## config.mk

```make
export PLATFORM = sky130hd
export DESIGN_NAME = vpa_cfg
export DESIGN_NICKNAME = d
export VERILOG_FILES = /design/src/rtl/vpa_pkg.sv /design/src/rtl/vpa_cfg.sv
export SDC_FILE = /design/constraint.sdc
export NUM_CORES = 1
export LEC_CHECK = 0
export CELL_PAD_IN_SITES_DETAIL_PLACEMENT = 0
export CELL_PAD_IN_SITES_GLOBAL_PLACEMENT = 1
export CORE_ASPECT_RATIO = 0.8
export CORE_MARGIN = 8
export CORE_UTILIZATION = 53
export DETAILED_ROUTE_END_ITERATION = 6
export DONT_BUFFER_PORTS = 1
export PLACE_DENSITY_LB_ADDON = 0.12
export SLEW_MARGIN = 20
export SYNTH_ARGS = -nofsm -noshare
export SYNTH_HDL_FRONTEND = slang
export SYNTH_SLANG_ARGS = --single-unit
```

## constraint.sdc

```tcl
create_clock -name clk_i -period 1.27 [get_ports clk_i]
set_clock_uncertainty 0.05 [all_clocks]
set_input_delay 0.0635 -clock clk_i [delete_from_list [all_inputs] [get_ports clk_i]]
set_output_delay 0.0635 -clock clk_i [all_outputs]
set_load 0.1 [all_outputs]
```

## src/rtl/vpa_pkg.sv

```systemverilog
// Shared types and constants for the velocity PI controller with anti-windup.
package vpa_pkg;

  localparam int unsigned MAX_COMMAND_DEF = 10000;

  localparam int unsigned CFG_IDX_W = 2;
  localparam logic [CFG_IDX_W-1:0] CFG_PROP_GAIN      = 2'd0;
  localparam logic [CFG_IDX_W-1:0] CFG_INTEGRAL_GAIN  = 2'd1;
  localparam logic [CFG_IDX_W-1:0] CFG_INTEGRAL_LIMIT = 2'd2;
  localparam logic [CFG_IDX_W-1:0] CFG_CURRENT_LIMIT  = 2'd3;

  localparam int signed CMD_MAX = 16383;
  localparam int signed CMD_MIN = -16384;

  typedef struct packed {
    logic               kind;
    logic signed [23:0] target_speed;
    logic signed [23:0] measured_speed;
    logic        [15:0] step_time;
  } in_beat_t;

  typedef struct packed {
    logic signed [14:0] command;
    logic               fault;
    logic               limited;
  } out_beat_t;

  typedef struct packed {
    logic [15:0] prop_gain;
    logic [15:0] integral_gain;
    logic [14:0] integral_limit;
    logic [14:0] current_limit;
  } cfg_t;

  typedef struct packed {
    logic load;
    logic mul_gain;
    logic mul_inc;
    logic rnd_inc;
    logic clamp_int;
    logic mul_prop;
    logic sum_out;
    logic sat_out;
    logic finish;
  } dp_cmd_t;

  typedef struct packed {
    logic skip;
  } dp_status_t;

endpackage

```

## src/rtl/vpa_cfg.sv

```systemverilog
// Configuration register file for the velocity PI controller.
module vpa_cfg (
  input  logic                           clk_i,
  input  logic                           rst_ni,
  input  logic                           cfg_valid_i,
  output logic                           cfg_ready_o,
  input  logic [vpa_pkg::CFG_IDX_W-1:0]  cfg_index_i,
  input  logic [15:0]                    cfg_data_i,
  output vpa_pkg::cfg_t                  cfg_o
);
  import vpa_pkg::*;

  cfg_t cfg_q, cfg_d;

  assign cfg_ready_o = 1'b1;
  assign cfg_o       = cfg_q;

  always_comb begin
    cfg_d = cfg_q;
    if (cfg_valid_i) begin
      case (cfg_index_i)
        CFG_PROP_GAIN:      cfg_d.prop_gain      = cfg_data_i;
        CFG_INTEGRAL_GAIN:  cfg_d.integral_gain  = cfg_data_i;
        CFG_INTEGRAL_LIMIT: cfg_d.integral_limit = cfg_data_i[14:0];
        CFG_CURRENT_LIMIT:  cfg_d.current_limit  = cfg_data_i[14:0];
        default:            cfg_d = cfg_q;
      endcase
    end
  end

  always_ff @(posedge clk_i or negedge rst_ni) begin
    if (!rst_ni) begin
      cfg_q <= '0;
    end else begin
      cfg_q <= cfg_d;
    end
  end

endmodule

```

==> results.cfg, run 1 <==
[clock_network]
htree_levels = 3
ctsRootBufferMaster = clkbuf_8
cts_tree = built
cts_resized = 0
clock_latency_ns = 0.32
clkSinkCount = 62
clk_pin_slew_worst_paths_ns = 0.07
cts_hold_buf = 16
clock_path_buffers = 2
cts_buffers = 9

[power_and_ir_drop]
p_int_mw = 4.23
leakagePower_nw = 1.43
seqPwrFrac = 0.316
p_comb_frac = 0.479
power.density_mw_per_mm2 = 2510
power.switching_mw = 4.06
clockPowerShare = 0.205
netSwitchingFraction = 0.490
total_power_mw = 8.29
ir_worst_vdd_v = 0.00167

[yosys]
synth_top_cells_by_area = dfrtp_1 (66%), mux2_2 (30%), nand3b_2 (0.96%)
synth_xor_area_frac = 0
synth_cell_types = 10
yosys.area.top_type = dfrtp_1
synth_top_family_by_area = multiplexers
synth_seq_cells = 62
synthAdderAreaFrac = 0
syn_area_mm2 = 0.00235
avgSynthCellArea_um2 = 17.5
synth_fp_nets = 155
synth.area.mux_share = 0.297
seq_area_frac_synth = 0.660
syn_inst = 134
yosysWarnings = 0
synth-compound-area-share = 0
synth_top_area_share = 0.660
synth-simple-area-share = 0.0218

[placed_design]
place_congestion = 0.719
dp_hpwl_mm = 3.61
pre_cts_slack_ns = 0.0935
dp_cells = 249
io_buffers = 0

[worst_setup_path]
crit_fanout = 2
cp-end-kind = output port
reg2reg_slack_ns = 0.43
arrival_ns = 0.99
crit_slowest_cell = dfrtp_2
worst_path_largest_cell_delay_ns = 0.37
critPathLaunchType = register
crit_start = cfg_o[52]
critPathBufInv = 1
critical_path_class = register to output port
required_ns = 1.16
reg2reg_from = cfg_o[46]
path_cells = buf_4
cp_top_family = flip-flops

[floorplanning]
initial_utilization = 0.555
dieArea_mm2 = 0.00683
pin_count = 84
die_h_um = 75.6
die_w_um = 90.4
fp-row-count = 21
core-area_mm2 = 0.00423

[global_routing]
grt_start_max_net_pins = 63
overflow = 0
grt_pass1_vias = 1674
antenna_found_initial = 0
grt_use_total = 0.164
grt_use_met2 = 0.275
grt_pass1_wl_mm = 8.54
top_usage_layer = met2
grt.met1_usage = 0.169
gr-usage-met3 = 0.0827

[cells_and_area]
fin_nets = 240
num_antenna_cells = 0
drive_above_1_share = 0.920
fillers = 255
syn2layout_area_growth_pct = 40.4
layoutNonFillerInstCount = 281
largest_reg_flops = 62

[sta]
rsz0062_at_grt = false
finalSetupTns_ns = 0
slew_viol_final = 0
hold_violations = 62
max_clock_freq_ghz = 0.903
hold_slack_ns = -0.628
setup_viol = 0
period_share = 0.872
fin_ws_ns = 0.162
period_minus_slack_ns = 1.11

[route]
num_vias = 1436
antenna_left = 0
wl_per_cell_um = 18.3
first_pass_iters = 4
drcViolationCount = 0
drt-initial-drc-count = 30
routed_wl_mm = 5.14
vias_per_cell = 5.11

[worst_hold_path]
hold_class = primary input to asynchronous set/reset pin

[outcome]
status = complete, but fails checks
violations = negative hold slack

[flow_run]
cap_violations = 0
[synth_stat cells]
| library cell | n |
|---|---|
| buf_2 | 1 |
| mux2_2 | 62 |
| buf_4 | 2 |
| conb_1 | 1 |
| clkbuf_8 | 1 |
| nor3b_4 | 1 |
| buf_6 | 1 |
| nand3b_2 | 2 |
| nand3_2 | 1 |
| dfrtp_1 | 62 |
[stage by stage]
step | cell area (µm²) | util
finish | 3300 | 0.780
global route | 3300 | 0.780
CTS | 3300 | 0.780
detailed placement | 2940 | 0.695
global placement | 2940 | 0.695
floorplan | 2430 | -
[cell type report]
class                   count  area, µm²  share of cell area
repair buffers             79        646               0.196
clock inverters             4       45.0              0.0137
clock buffers              12        155              0.0470
flip-flops and latches     62       1630               0.494
well taps                  57       71.3              0.0216
multi-input cells          67        753               0.228
[per-layer routing]
metal | vias up | share of wire
met1 | 711 | 0.39
met2 | 61 | 0.49
met3 | 13 | 0.095
met5 | - | 0
li1 | 651 | -
met4 | 0 | 0.020
[cells in the final DEF, fill, tap and decap left out]
| cell | n |
|---|---|
| mux2_2 | 62 |
| dfrtp_2 | 62 |
| buf_4 | 62 |
| dlygate4sd3_1 | 16 |
| clkbuf_8 | 11 |
| clkinv_2 | 3 |
| nand3b_2 | 2 |
| nor3b_4 | 1 |
| nand3_2 | 1 |
| conb_1 | 1 |
| bufinv_16 | 1 |
| clkbuf_1 | 1 |
| buf_12 | 1 |
[worst paths after layout]
path | endpoint | depth (start not counted)
min in group clk_i | cfg_o[49] | 3
setup reg to reg | cfg_o[46] | 1
hold / removal | cfg_o[7] | 0
setup / recovery | cfg_o[52] | 1
max in group asynchronous | cfg_o[15] | 0
hold reg to reg | cfg_o[12] | 1
[power groups by stage]
stage | combinational [mW] | clock [mW] | sequential, mW
global route | 4.06 | 1.84 | 2.67
detailed placement | 3.94 | 0 | 2.65
finish | 3.97 | 1.70 | 2.62
CTS | 4.00 | 1.75 | 2.62
floorplan | 0.394 | 0 | 5.42
global placement | 3.92 | 0 | 2.62
[repair_timing]
item	4_1_cts	5_1_grt
setup endpoints to repair	0	0
endpoints found under the hold margin	124	62
setup buffers	0	0
[logic make-up (layout without fill, tap and decap cells)]
logic type / after synthesis / count (layout)
muxes: 62 / 62
DFF: 62 / 62
buffers and inverters: 5 / 95
and+or+nand+nor: 4 / 4
other: 1 / 1
No activity file was read; power rests on OpenSTA's default activity.
==> run 2, diff against run 1 <==
CORE_UTILIZATION = 55   (was 53)
CTS_BUF_LIST = sky130_fd_sc_hd__clkbuf_4 sky130_fd_sc_hd__clkbuf_8   (was default)
==> results.cfg, run 2 (synthesis results as in run 1) <==
[clock_network]
clk_pin_slew_worst_paths_ns = 0.06
cts_setup_buffers = 0
clock_path_buffers = 2
ctsRootBufferMaster = clkbuf_8
cts_buffers = 9
cts_resized = 0
clkSinkCount = 62
cts_hold_buf = 16
htree_levels = 3
cts_tree = built
clock_latency_ns = 0.32

[global_routing]
grt_pass1_vias = 1656
grt_pass1_wl_mm = 8.55
overflow = 0
grt_use_total = 0.176
grt_start_max_net_pins = 63
antenna_found_initial = 0

[worst_setup_path]
critPathBufInv = 1
rr_endpoint = cfg_o[0]
arrival_ns = 1.00
crit_fanout = 2
reg2reg_from = cfg_o[0]
worstRegToRegCells = 1
critPathLaunchType = register
cp-end-kind = output port
cp_top_family = flip-flops
required_ns = 1.16
reg2reg_slack_ns = 0.38
worstSetupPathDepth = 1
critical_path_class = register to output port
worst_path_largest_cell_delay_ns = 0.38
crit_slowest_cell = dfrtp_2
path_cells = buf_4

[sta]
slew_viol_final = 0
period_minus_slack_ns = 1.12
rsz0062_at_grt = false
setup_viol = 0
hold_slack_ns = -0.622
finalSetupTns_ns = 0
max_clock_freq_ghz = 0.895
period_share = 0.880
hold_violations = 62

[floorplanning]
initial_utilization = 0.566
core-area_mm2 = 0.00415
die_h_um = 74.5
pin_count = 84
dieArea_mm2 = 0.00663
fp-row-count = 21
die_w_um = 89.1

[route]
num_vias = 1434
drt-initial-drc-count = 35
drcViolationCount = 0
routed_wl_mm = 5.29
wl_per_cell_um = 18.9
first_pass_iters = 2
antenna_left = 0
vias_per_cell = 5.12

[cells_and_area]
fillers = 251
syn2layout_area_growth_pct = 39.5
fin_nets = 240
utilization = 0.790
drive_above_1_share = 0.924
final_cell_mix = mux2_2 (62), dfrtp_2 (62), buf_4 (62)
layoutNonFillerInstCount = 280
num_antenna_cells = 0
largest_reg_flops = 62

[placed_design]
dp_hpwl_mm = 3.61
io_buffers = 0
dp_cells = 249
place_congestion = 0.771

[outcome]
status = complete, but fails checks
violations = negative hold slack

[worst_hold_path]
hold_class = primary input to asynchronous set/reset pin

[power_and_ir_drop]
leakagePower_nw = 1.42
ir_worst_vdd_v = 0.00161
power.density_mw_per_mm2 = 2480

[flow_run]
cap_violations = 0
-- run 2: layout make-up --
class                   instances  area [µm²]  share of cell area
multi-input cells              67         753               0.230
flip-flops and latches         62        1630               0.497
clock inverters                 1        5.00             0.00153
clock buffers                  14         174              0.0531
well taps                      57        71.3              0.0218
repair buffers                 79         646               0.197
-- run 2: worst max path at each step --
stage,from,end,slack (ns)
final,cfg_o[0],cfg_o[0],0.15
after global routing,cfg_o[0],cfg_o[0],0.13
after CTS,cfg_o[0],cfg_o[0],0.15
after detailed placement,cfg_index_i[0],cfg_o[20],0.09
after global placement,cfg_index_i[0],cfg_o[21],0.11
after floorplan,cfg_o[10],cfg_o[10],0.18
-- run 2: layer usage --
layer	vias up	share of wire	wire length [µm]	global-route usage
met4	0	0.020	107	0.0790
li1	645	-	-	-
met5	-	0	0	0
met2	57	0.49	2610	0.286
met3	11	0.099	524	0.0795
met1	721	0.39	2040	0.196
-- run 2: power breakdown --
part           internal [mW]  switching, mW  total [mW]
sequential              2.42          0.207        2.62
clock                  0.867          0.650        1.52
combinational          0.810           3.18        3.99
total                   4.09           4.03        8.13
-- run 2: metrics by stage --
stage / instance area (µm²) / hold WS (ns) / power [mW] / worst slack (ns)
after floorplan: 2430 / -0.282 / 5.81 / 0.181
after global placement: 2940 / -0.280 / 6.54 / 0.112
after detailed placement: 2940 / -0.280 / 6.60 / 0.0921
after CTS: 3280 / -0.639 / 8.20 / 0.153
after global routing: 3280 / -0.648 / 8.39 / 0.127
final: 3280 / -0.622 / 8.13 / 0.153
