## config.mk

```make
export PLATFORM = sky130hd
export DESIGN_NAME = vpa_ctrl
export DESIGN_NICKNAME = d
export VERILOG_FILES = /design/src/rtl/vpa_pkg.sv /design/src/rtl/vpa_ctrl.sv
export SDC_FILE = /design/constraint.sdc
export NUM_CORES = 1
export LEC_CHECK = 0
export BUFFER_PORTS_ARGS = -buffer_cell sky130_fd_sc_hd__buf_2
export CORE_AREA = 5 5 42 44
export DETAILED_ROUTE_END_ITERATION = 16
export DIE_AREA = 0 0 47 49
export PLACE_DENSITY = 0.5
export REMOVE_ABC_BUFFERS = 1
export SETUP_SLACK_MARGIN = 0.15
export SLEW_MARGIN = 30
export SYNTH_ARGS = -nofsm -noshare
export SYNTH_HDL_FRONTEND = slang
export SYNTH_SLANG_ARGS = --single-unit
```

## constraint.sdc

```tcl
create_clock -name clk_i -period 1.7 [get_ports clk_i]
set_input_delay 0.34 -clock clk_i [delete_from_list [all_inputs] [get_ports clk_i]]
set_output_delay 0.34 -clock clk_i [all_outputs]
set_load 0.01 [all_outputs]
```

## src/rtl/vpa_pkg.sv

```systemverilog
// Shared types and constants for the velocity PI controller with anti-windup.
package vpa_pkg;

  localparam int unsigned MAX_COMMAND_DEF = 10000;

  localparam int unsigned CFG_IDX_W = 2;
  localparam logic [CFG_IDX_W-1:0] CFG_PROP_GAIN      = 2'd0;
  localparam logic [CFG_IDX_W-1:0] CFG_INTEGRAL_GAIN  = 2'd1;
  localparam logic [CFG_IDX_W-1:0] CFG_INTEGRAL_LIMIT = 2'd2;
  localparam logic [CFG_IDX_W-1:0] CFG_CURRENT_LIMIT  = 2'd3;

  localparam int signed CMD_MAX = 16383;
  localparam int signed CMD_MIN = -16384;

  typedef struct packed {
    logic               kind;
    logic signed [23:0] target_speed;
    logic signed [23:0] measured_speed;
    logic        [15:0] step_time;
  } in_beat_t;

  typedef struct packed {
    logic signed [14:0] command;
    logic               fault;
    logic               limited;
  } out_beat_t;

  typedef struct packed {
    logic [15:0] prop_gain;
    logic [15:0] integral_gain;
    logic [14:0] integral_limit;
    logic [14:0] current_limit;
  } cfg_t;

  typedef struct packed {
    logic load;
    logic mul_gain;
    logic mul_inc;
    logic rnd_inc;
    logic clamp_int;
    logic mul_prop;
    logic sum_out;
    logic sat_out;
    logic finish;
  } dp_cmd_t;

  typedef struct packed {
    logic skip;
  } dp_status_t;

endpackage

```

## src/rtl/vpa_ctrl.sv

```systemverilog
// Sequencer that steps the shared multiplier datapath through one control update.
module vpa_ctrl (
  input  logic                 clk_i,
  input  logic                 rst_ni,
  input  logic                 in_valid_i,
  output logic                 in_stall_o,
  output logic                 out_valid_o,
  input  logic                 out_stall_i,
  output vpa_pkg::dp_cmd_t     cmd_o,
  input  vpa_pkg::dp_status_t  status_i
);
  import vpa_pkg::*;

  localparam logic [3:0] S_IDLE = 4'd0;
  localparam logic [3:0] S_MULG = 4'd1;
  localparam logic [3:0] S_MULI = 4'd2;
  localparam logic [3:0] S_RNDI = 4'd3;
  localparam logic [3:0] S_CLMP = 4'd4;
  localparam logic [3:0] S_MULP = 4'd5;
  localparam logic [3:0] S_SUMU = 4'd6;
  localparam logic [3:0] S_SATU = 4'd7;
  localparam logic [3:0] S_DONE = 4'd8;

  logic [3:0] state_q, state_d;
  logic       out_valid_q, out_valid_d;
  logic       out_free;

  assign in_stall_o  = (state_q != S_IDLE);
  assign out_valid_o = out_valid_q;
  assign out_free    = !out_valid_q || !out_stall_i;

  always_comb begin
    state_d     = state_q;
    out_valid_d = out_valid_q && out_stall_i;
    cmd_o       = '0;
    case (state_q)
      S_IDLE: begin
        if (in_valid_i) begin
          cmd_o.load = 1'b1;
          state_d    = S_MULG;
        end
      end
      S_MULG: begin
        cmd_o.mul_gain = 1'b1;
        state_d        = status_i.skip ? S_DONE : S_MULI;
      end
      S_MULI: begin
        cmd_o.mul_inc = 1'b1;
        state_d       = S_RNDI;
      end
      S_RNDI: begin
        cmd_o.rnd_inc = 1'b1;
        state_d       = S_CLMP;
      end
      S_CLMP: begin
        cmd_o.clamp_int = 1'b1;
        state_d         = S_MULP;
      end
      S_MULP: begin
        cmd_o.mul_prop = 1'b1;
        state_d        = S_SUMU;
      end
      S_SUMU: begin
        cmd_o.sum_out = 1'b1;
        state_d       = S_SATU;
      end
      S_SATU: begin
        cmd_o.sat_out = 1'b1;
        state_d       = S_DONE;
      end
      S_DONE: begin
        if (out_free) begin
          cmd_o.finish = 1'b1;
          out_valid_d  = 1'b1;
          state_d      = S_IDLE;
        end
      end
      default: begin
        state_d = S_IDLE;
      end
    endcase
  end

  always_ff @(posedge clk_i or negedge rst_ni) begin
    if (!rst_ni) begin
      state_q     <= S_IDLE;
      out_valid_q <= 1'b0;
    end else begin
      state_q     <= state_d;
      out_valid_q <= out_valid_d;
    end
  end

endmodule

```

==> impl_metrics.toml, run 1 <==
[global_routing]
antenna_found_initial = 0
overflow = 0
grt_pass1_wl_mm = 1.449
grt_start_max_net_pins = 8
grt_usage = 0.08853
grt_pass1_vias = 351

[floorplanning]
initial_utilization = 0.2196
die_h_um = 49
dieArea_sq_mm = 0.002303
fp-row-count = 14
ios = 16
fp.coreArea_sq_mm = 0.001401
die_w_um = 47

[worst_setup_path]
timing.rr.start = "state_q[2]$_DFFE_PN0P_"
cp_top_family = "simple AND/OR/NAND/NOR gates"
worstSetupEndpointType = "primary output"
crit_chain = "or4_4 > a21oi_2 > buf_2"
worstReg2RegEnd = "state_q[0]$_DFFE_PN0P_"
start_kind = "register"
r2r_cells = 4
crit_buf_inv = 1
cpPeakStageDelay_ns = 0.55
required_ns = 1.36
crit_path_max_fanout = 3
crit_type = "reg2out"
r2r_slack_ns = 0.37
arrival_ns = 1.42
cpMaxStageDelayCell = "or4_4"

[synthesis]
netlist_area_sq_um = 307.8
synth-seq-cells = 5
ys_top_cells_by_area = "dfrtp_1, nor3_1, nor2_1, or4_4, nand2_1"
synth_area_leader_cell = "dfrtp_1"
syn-instance-count = 36
yosysSeqAreaShare = 0.4065
ys_warn_count = 0
yosysTopAreaCellShare = 0.4065
avgSynthCellArea_sq_um = 8.550
ys_types = 17

[clocking]
clk_pin_slew_ns = 0.04
clk_latency_ns = 0.24
ctsLongestPathBuffers = 2
root_buffer = "clkbuf_4"
cts_tree = "yes"
cts_max_level = 1
cts_sinks = 5
cts_made_buffers = 3

[worst_hold_path]
min_to = "out_valid_o$_DFF_PN0_"
hold_depth = 3
hold_path_class = "in2reg"
hold_path_startpoint = "out_stall_i"

[sta]
slew_viol_final = 0
timing.fmax_mhz = 568.7
finalHoldViolCount = 0
skew_ns = 0.003637
max_slew_margin = 0.8586
finalCritPeriodShare = 1.034
finalSetupViolCount = 2
fin_crit_ns = 1.758
fin_ws_ns = -0.05842
grt_setup_unrepaired = "yes"
worst_slew_pin_slew_ns = 0.2115

[pwr]
p_leak_nw = 0.2901
swShare = 0.4296
p_seq_frac = 0.215
vdd_drop_max_v = 0.0007918
comb_power_share = 0.655
internal_power_mw = 0.5931
switchingPower_mw = 0.4467
p_per_area_mw_per_mm2 = 1906
clkPwrFrac = 0.130

[routing]
routedWlPerCell_um = 11.13
first_pass_iters = 2
ant_nets = 0
drt_iter0_drc = 1
viasPerCell = 4.597
num_vias = 354
drc = 0
wirelength_um = 857

[placement]
gp_congestion = 0.6621
placed_area_sq_um = 414.1
post-place-ws_ns = 0.1823
post-dp-hpwl_um = 614.6
io_buffers = 15

[cells_and_area]
drive_gt1_frac = 0.6721
antennaDiodeCount = 0
synthToLayoutAreaGrowth_pct = 77.24
stdcell_area_sq_um = 545.5
nets = 67

[run]
max_cap_viol_count = 0

[outcome]
violations = "negative setup slack"
status = "finished, violations left"
synth_stat cells:
library cell	count
nor2b_1	1
nor3_1	5
nor2_2	1
o32ai_1	1
and4b_1	1
inv_1	2
xor2_1	1
a21oi_1	1
buf_6	1
o21a_1	1
dfrtp_1	5
nor2_1	6
a31oi_1	1
nand2_1	4
or4_4	2
buf_4	1
nand2b_1	2
logic make-up after synthesis:
logic type / Yosys count / synth area share
AOI/OAI and AO/OA: 4 / 0.08944
xor gates and xnor gates: 1 / 0.02846
buffers and inverters: 4 / 0.08538
DFF: 5 / 0.4065
and+or+nand+nor: 22 / 0.3902
registers in the layout (all words and copies together), names as in the netlist:
signal and cells:
state_q 4, out_valid_o 1
worst reg2reg max path: stages (launching register included):
cell and delay (ns):
dfrtp_1 0.39, or4_4 0.56, buf_4 0.15, nor2_2 0.07, nor3_1 0.05
layout make-up:
| cell class | count | area (sq um) |
|---|---|---|
| Timing Repair Buffer | 23 | 148.9 |
| Clock buffer | 4 | 26.28 |
| Sequential cell | 5 | 125.1 |
| Fill cell | 151 | 855.8 |
| Multi-Input combinational cell | 27 | 217.7 |
| Inverter | 2 | 7.507 |
| Tap cell | 16 | 20.02 |
cells in the final DEF, fill, tap and decap left out:
cell type      instances
a21oi_2                1
a31oi_1                1
and4b_1                1
buf_2                 15
buf_4                  5
buf_6                  1
buf_8                  1
clkbuf_1               1
clkbuf_4               3
dfrtp_1                5
dlygate4sd3_1          1
inv_1                  1
inv_2                  1
nand2_1                2
nand2_4                2
nand2b_4               2
nor2_1                 3
nor2_2                 4
nor2b_1                1
nor3_1                 1
nor3_2                 4
o21a_1                 1
o32ai_1                1
or4_4                  2
xor2_1                 1
layer usage:
layer / global-route usage / wire length [um] / up-vias
met4: 0.02765 / 0 / 0
met2: 0.1335 / 450 / 9
met1: 0.1007 / 352 / 171
met5: 0 / 0 / -
met3: 0.05535 / 54 / 0
li1: - / - / 174
through the flow:
stage          total power, mW  setup TNS, ns  utilization  hold slack (ns)  std cells
2_1_floorplan           0.4925              0            -          0.04441         34
5_1_grt                  1.133        -0.3285       0.3893           0.3415         77
6_report                 1.040        -0.1016       0.3893           0.3367         77
3_3_place_gp            0.7042              0       0.2955           0.1597         69
3_5_place_dp            0.7048              0       0.2955           0.1583         69
4_1_cts                 0.9708        -0.1406       0.3652           0.3269         76
worst max-delay path by stage:
| stage | from | to | slack [ns] | cells past startpoint |
|---|---|---|---|---|
| floorplan | state_q[0]$_DFFE_PN0P_ | cmd_o[8] | 0.18 | 2 |
| global placement | state_q[1]$_DFFE_PN0P_ | cmd_o[0] | 0.21 | 3 |
| detailed placement | state_q[1]$_DFFE_PN0P_ | cmd_o[0] | 0.18 | 3 |
| CTS | state_q[2]$_DFFE_PN0P_ | cmd_o[8] | -0.07 | 3 |
| global route | state_q[2]$_DFFE_PN0P_ | cmd_o[8] | -0.14 | 3 |
| finish | state_q[1]$_DFFE_PN0P_ | cmd_o[0] | -0.06 | 3 |
timing repair:
item | CTS | global route
setup buffers | 2 | 1
hold buffers | 1 | 0
setup endpoints to repair | 7 | 10
pin swaps | 1 | 1
hold endpoints to repair | 5 | 0
resized for setup | 10 | 8
power by group through the flow:
stage,sequential (mW),combinational [mW],clock [mW]
floorplan,0.254,0.239,0
global placement,0.221,0.483,0
detailed placement,0.224,0.481,0
CTS,0.222,0.605,0.144
global route,0.232,0.744,0.158
finish,0.223,0.681,0.136
No activity file was read; power rests on OpenSTA's default activity.
==> inputs of run 2 (changes only) <==
HOLD_SLACK_MARGIN = 0.03   (was default)
clock period = 1.84 ns   (was 1.7 ns; I/O delays follow)
==> run 2 against run 1 <==
  * The run now ends clean
  * Cell area is 9.6% lower
  * Sequential cell count unchanged
  * Clock skew grew 0.0048 ns
  * Largest power group unchanged
  * Highest routed layer unchanged
==> impl_metrics.toml, run 2 (synthesis gave the netlist of run 1 again) <==
[cells_and_area]
synthToLayoutAreaGrowth_pct = 60.16
max_flop_register = "state_q"
final_cell_mix = "buf_2, nor2_1, buf_4"
utilization = 0.3518
final_common_cell = "buf_2"
final_cells = 76
antennaDiodeCount = 0
largest_reg_flops = 4
nets = 66
drive_gt1_frac = 0.5833

[floorplanning]
dieArea_sq_mm = 0.002303
ios = 16
die_h_um = 49
fp.coreArea_sq_mm = 0.001401
initial_utilization = 0.2196
fp-row-count = 14
die_w_um = 47

[worst_setup_path]
crit_type = "reg2out"
cp_top_family = "simple AND/OR/NAND/NOR gates"
cpMaxStageDelayCell = "or4_4"
required_ns = 1.47
crit_chain = "or4_4 > a21oi_2 > buf_2"
r2r_slack_ns = 0.51
crit_buf_inv = 1
arrival_ns = 1.44
start_kind = "register"
crit_path_max_fanout = 4
cpPeakStageDelay_ns = 0.53
r2r_cells = 4
worstReg2RegEnd = "state_q[0]$_DFFE_PN0P_"
timing.rr.start = "state_q[0]$_DFFE_PN0P_"
worstSetupEndpointType = "primary output"

[routing]
num_vias = 327
viasPerCell = 4.303
wirelength_um = 825
drc = 0
ant_nets = 0
drt_iter0_drc = 3
first_pass_iters = 2
routedWlPerCell_um = 10.86

[worst_hold_path]
hold_path_startpoint = "out_stall_i"
min_to = "out_valid_o$_DFF_PN0_"
hold_depth = 3
hold_path_class = "in2reg"

[clocking]
root_buffer = "clkbuf_4"
cts_tree = "yes"
cts_max_level = 1
cts_sinks = 5
clk_pin_slew_ns = 0.05
clk_latency_ns = 0.25
cts_made_buffers = 3
ctsLongestPathBuffers = 2

[outcome]
status = "finished clean"

[global_routing]
grt_pass1_wl_mm = 1.414
antenna_found_initial = 0
overflow = 0
grt_usage = 0.08911
grt_start_max_net_pins = 7
grt_pass1_vias = 327

[pwr]
switchingPower_mw = 0.3660
swShare = 0.4259
p_seq_frac = 0.254
internal_power_mw = 0.4933
clkPwrFrac = 0.150
p_per_area_mw_per_mm2 = 1743
vdd_drop_max_v = 0.0006487
p_leak_nw = 0.2643
comb_power_share = 0.596

[sta]
max_slew_margin = 0.8392
finalHoldViolCount = 0
finalCritPeriodShare = 0.9839
skew_ns = 0.008446
grt_setup_unrepaired = "yes"
timing.fmax_mhz = 552.4
finalSetupViolCount = 0
worst_slew_pin_slew_ns = 0.2405
slew_viol_final = 0
fin_crit_ns = 1.810

[placement]
post-dp-hpwl_um = 597.1
gp_congestion = 0.6941
post-place-cells = 67
io_buffers = 15

[run]
max_cap_viol_count = 0
[run 2: cell count changes in the layout (fill, tap and decap cells not counted), sizes merged]
cell,previous run,this run
clkinv,0,1
buf,22,21
clkbuf,4,3
[run 2: cell type report]
class	instances	area, sq um
clock inverters	1	5.005
inverters	2	7.507
multi-input cells	27	180.2
well taps	16	20.02
flip-flops and latches	5	127.6
fillers	163	908.4
repair buffers	22	130.1
clock buffers	3	22.52
[run 2: what timing repair did]
item	in CTS	in global routing
hold buffers	1	0
endpoints found under the hold margin	5	0
buffers inserted	4	0
gates resized for setup	2	5
setup endpoints to repair	3	7
[run 2: tightest hold or removal path, stage by stage]
cell and delay, ns:
buf_2 0.10, nand2_1 0.05, nand2_1 0.05
[run 2: stage by stage]
step	hold slack, ns	power [mW]	area [sq um]	setup WS (ns)	setup TNS, ns
after global placement	0.1875	0.6202	399.1	0.2471	0
after global routing	0.3632	0.9399	493.0	-0.03644	-0.06160
after floorplan	0.07241	0.4551	289.0	0.2955	0
final	0.3584	0.8593	493.0	0.02960	0
after detailed placement	0.1908	0.6183	399.1	0.2168	0
after CTS	0.3484	0.8289	471.7	0.02145	0
[run 2: worst max-delay path by stage]
stage	startpoint	end	slack, ns	cells past startpoint
after floorplan	state_q[0]$_DFFE_PN0P_	cmd_o[8]	0.30	2
after global placement	state_q[0]$_DFFE_PN0P_	cmd_o[0]	0.25	3
after detailed placement	state_q[0]$_DFFE_PN0P_	cmd_o[0]	0.22	3
after CTS	state_q[0]$_DFFE_PN0P_	cmd_o[0]	0.02	3
after global routing	state_q[0]$_DFFE_PN0P_	cmd_o[0]	-0.04	3
final	state_q[0]$_DFFE_PN0P_	cmd_o[0]	0.03	3
[run 2: routing by layer]
layer / global-route usage / routed length, um / vias to the layer above
met2: 0.1244 / 441 / 7
met5: 0 / 0 / -
li1: - / - / 171
met3: 0.05535 / 46 / 0
met4: 0.05530 / 0 / 0
met1: 0.09800 / 337 / 149
[run 2: power by group through the flow]
stage                     Sequential [mW]  Combinational, mW  Clock, mW
final                               0.218              0.512      0.129
after global placement              0.229              0.391          0
after CTS                           0.215              0.477      0.137
after floorplan                     0.234              0.221          0
after detailed placement            0.232              0.386          0
after global routing                0.226              0.567      0.147
==> inputs of run 3 (changes only) <==
CTS_BUF_LIST = sky130_fd_sc_hd__clkbuf_4 sky130_fd_sc_hd__clkbuf_8   (was default)
GPL_TIMING_DRIVEN = 0   (was default)
PLACE_DENSITY = default   (was 0.5)
PLACE_DENSITY_LB_ADDON = 0.05   (was default)
==> run 3 against run 2 <==
  * Sequential power is 6% higher
  * Critical path depth stayed put
  * Critical endpoint unchanged
  * Setup slack worse by 0.0026 ns
  * Largest power group unchanged
  * Utilization is 1.6 points higher
  * Final cell count is 1.3% higher
  * Power is 7.7% higher
  * Clock skew is 0.00053 ns higher
  * Highest routed layer is now met4
  * Sequential share of layout area is 0.65 points lower
  * Worst hold slack worse by 0.0039 ns
  * Routed wire length is 13% higher
  * Register-to-register slack worse by 0.03 ns
  * Global-route usage is 0.76 points higher
==> impl_metrics.toml, run 3 (synthesis gave the netlist of run 1 again) <==
[global_routing]
overflow = 0
grt_usage = 0.09675
antenna_found_initial = 0
grt_start_max_net_pins = 7
grt_pass1_wl_mm = 1.587
grt_pass1_vias = 398

[worst_setup_path]
arrival_ns = 1.45
crit_path_max_fanout = 3
cp_top_family = "simple AND/OR/NAND/NOR gates"
crit_type = "reg2out"
cpMaxStageDelayCell = "or4_4"
worstSetupEndpointType = "primary output"
start_kind = "register"
crit_chain = "or4_4 > a21oi_2 > buf_2"
crit_buf_inv = 1
required_ns = 1.47
cpPeakStageDelay_ns = 0.55

[clocking]
cts_made_buffers = 3
cts_tree = "yes"
clk_pin_slew_ns = 0.05
ctsLongestPathBuffers = 2
clk_latency_ns = 0.25
cts_sinks = 5
root_buffer = "clkbuf_4"
cts_max_level = 1

[placement]
io_buffers = 15
gp_congestion = 0.6623
placed_area_sq_um = 384.1
post-dp-hpwl_um = 627.7

[floorplanning]
die_h_um = 49
fp.coreArea_sq_mm = 0.001401
fp-row-count = 14
dieArea_sq_mm = 0.002303
ios = 16
die_w_um = 47
initial_utilization = 0.2196

[run]
max_cap_viol_count = 0

[sta]
slew_viol_final = 0
finalCritPeriodShare = 0.9853
finalSetupViolCount = 0
skew_ns = 0.008972
timing.fmax_mhz = 551.6
fin_crit_ns = 1.813
finalHoldViolCount = 0
worst_slew_pin_slew_ns = 0.2554
grt_setup_unrepaired = "yes"
max_slew_margin = 0.8292

[pwr]
p_leak_nw = 0.2686
vdd_drop_max_v = 0.0008003
p_per_area_mw_per_mm2 = 1794

[routing]
wirelength_um = 936
first_pass_iters = 2
drc = 0
ant_nets = 0
routedWlPerCell_um = 12.16
drt_iter0_drc = 1
num_vias = 346
viasPerCell = 4.494

[cells_and_area]
final_cell_mix = "buf_2, buf_4, nor2_1, clkbuf_4, dfrtp_2"
fillers = 160
nets = 67
final_common_cell = "buf_2"
utilization = 0.3679
synthToLayoutAreaGrowth_pct = 67.48
largest_reg_flops = 4
stdcell_area_sq_um = 515.5
drive_gt1_frac = 0.6557
max_flop_register = "state_q"
antennaDiodeCount = 0

[outcome]
status = "finished clean"

[worst_hold_path]
hold_path_class = "in2reg"
[run 3: changes by cell type in the layout (fill, tap and decap cells not counted), sizes merged]
| cell | before | now |
|---|---|---|
| clkbuf | 3 | 4 |
| clkinv | 1 | 0 |
| buf | 21 | 22 |
[run 3: worst paths after layout]
path / start / to / slack (ns) / cells after the start
min in group asynchronous: rst_ni / state_q[3]$_DFFE_PN0P_ / 0.46 / 2
worst min register to register: state_q[3]$_DFFE_PN0P_ / state_q[1]$_DFFE_PN0P_ / 0.50 / 1
worst max register to register: state_q[1]$_DFFE_PN0P_ / state_q[0]$_DFFE_PN0P_ / 0.48 / 4
max in group asynchronous: rst_ni / state_q[0]$_DFFE_PN0P_ / 1.23 / 2
worst min-delay path: out_stall_i / out_valid_o$_DFF_PN0_ / 0.35 / 3
worst max-delay path: state_q[1]$_DFFE_PN0P_ / cmd_o[0] / 0.03 / 3
[run 3: area by class of cell]
type | instances | area [sq um] | area share
tap | 16 | 20.02 | 0.03883
timing repair buffer | 23 | 137.6 | 0.2670
sequential | 5 | 130.1 | 0.2524
clock buffer | 4 | 30.03 | 0.05825
multi-input combinational | 27 | 190.2 | 0.3689
inverter | 2 | 7.507 | 0.01456
[run 3: metrics by stage]
stage	setup slack, ns	hold WS (ns)	std cells	power (mW)	setup TNS (ns)
final	0.02699	0.3545	77	0.9250	0
after global routing	-0.02135	0.3782	77	1.002	-0.03592
after CTS	0.01429	0.3538	77	0.8712	0
after detailed placement	0.1671	0.1850	65	0.5995	0
after global placement	0.2011	0.1863	65	0.5947	0
after floorplan	0.2955	0.07241	34	0.4551	0
[run 3: worst min-delay path, cell delays in order]
cell     delay, ns
buf_2         0.10
nand2_1       0.05
nand2_1       0.05
[run 3: what timing repair did]
action	in CTS	in global routing
hold buffers	1	0
endpoints found under the hold margin	5	0
gates resized for setup	5	6
setup buffers	7	0
pin swaps	0	1
endpoints found under the setup margin	4	6
[run 3: routing by layer]
| layer | global-route usage | vias up | wire (um) |
|---|---|---|---|
| met2 | 0.1584 | 12 | 456 |
| met1 | 0.1020 | 160 | 396 |
| met5 | 0 | - | 0 |
| li1 | - | 172 | - |
| met3 | 0.05535 | 2 | 69 |
| met4 | 0.02765 | 0 | 12 |
[run 3: report_power, final]
group,switching [mW],internal (mW)
Clock,0.0471,0.0968
Combinational,0.275,0.276
Sequential,0.0625,0.167
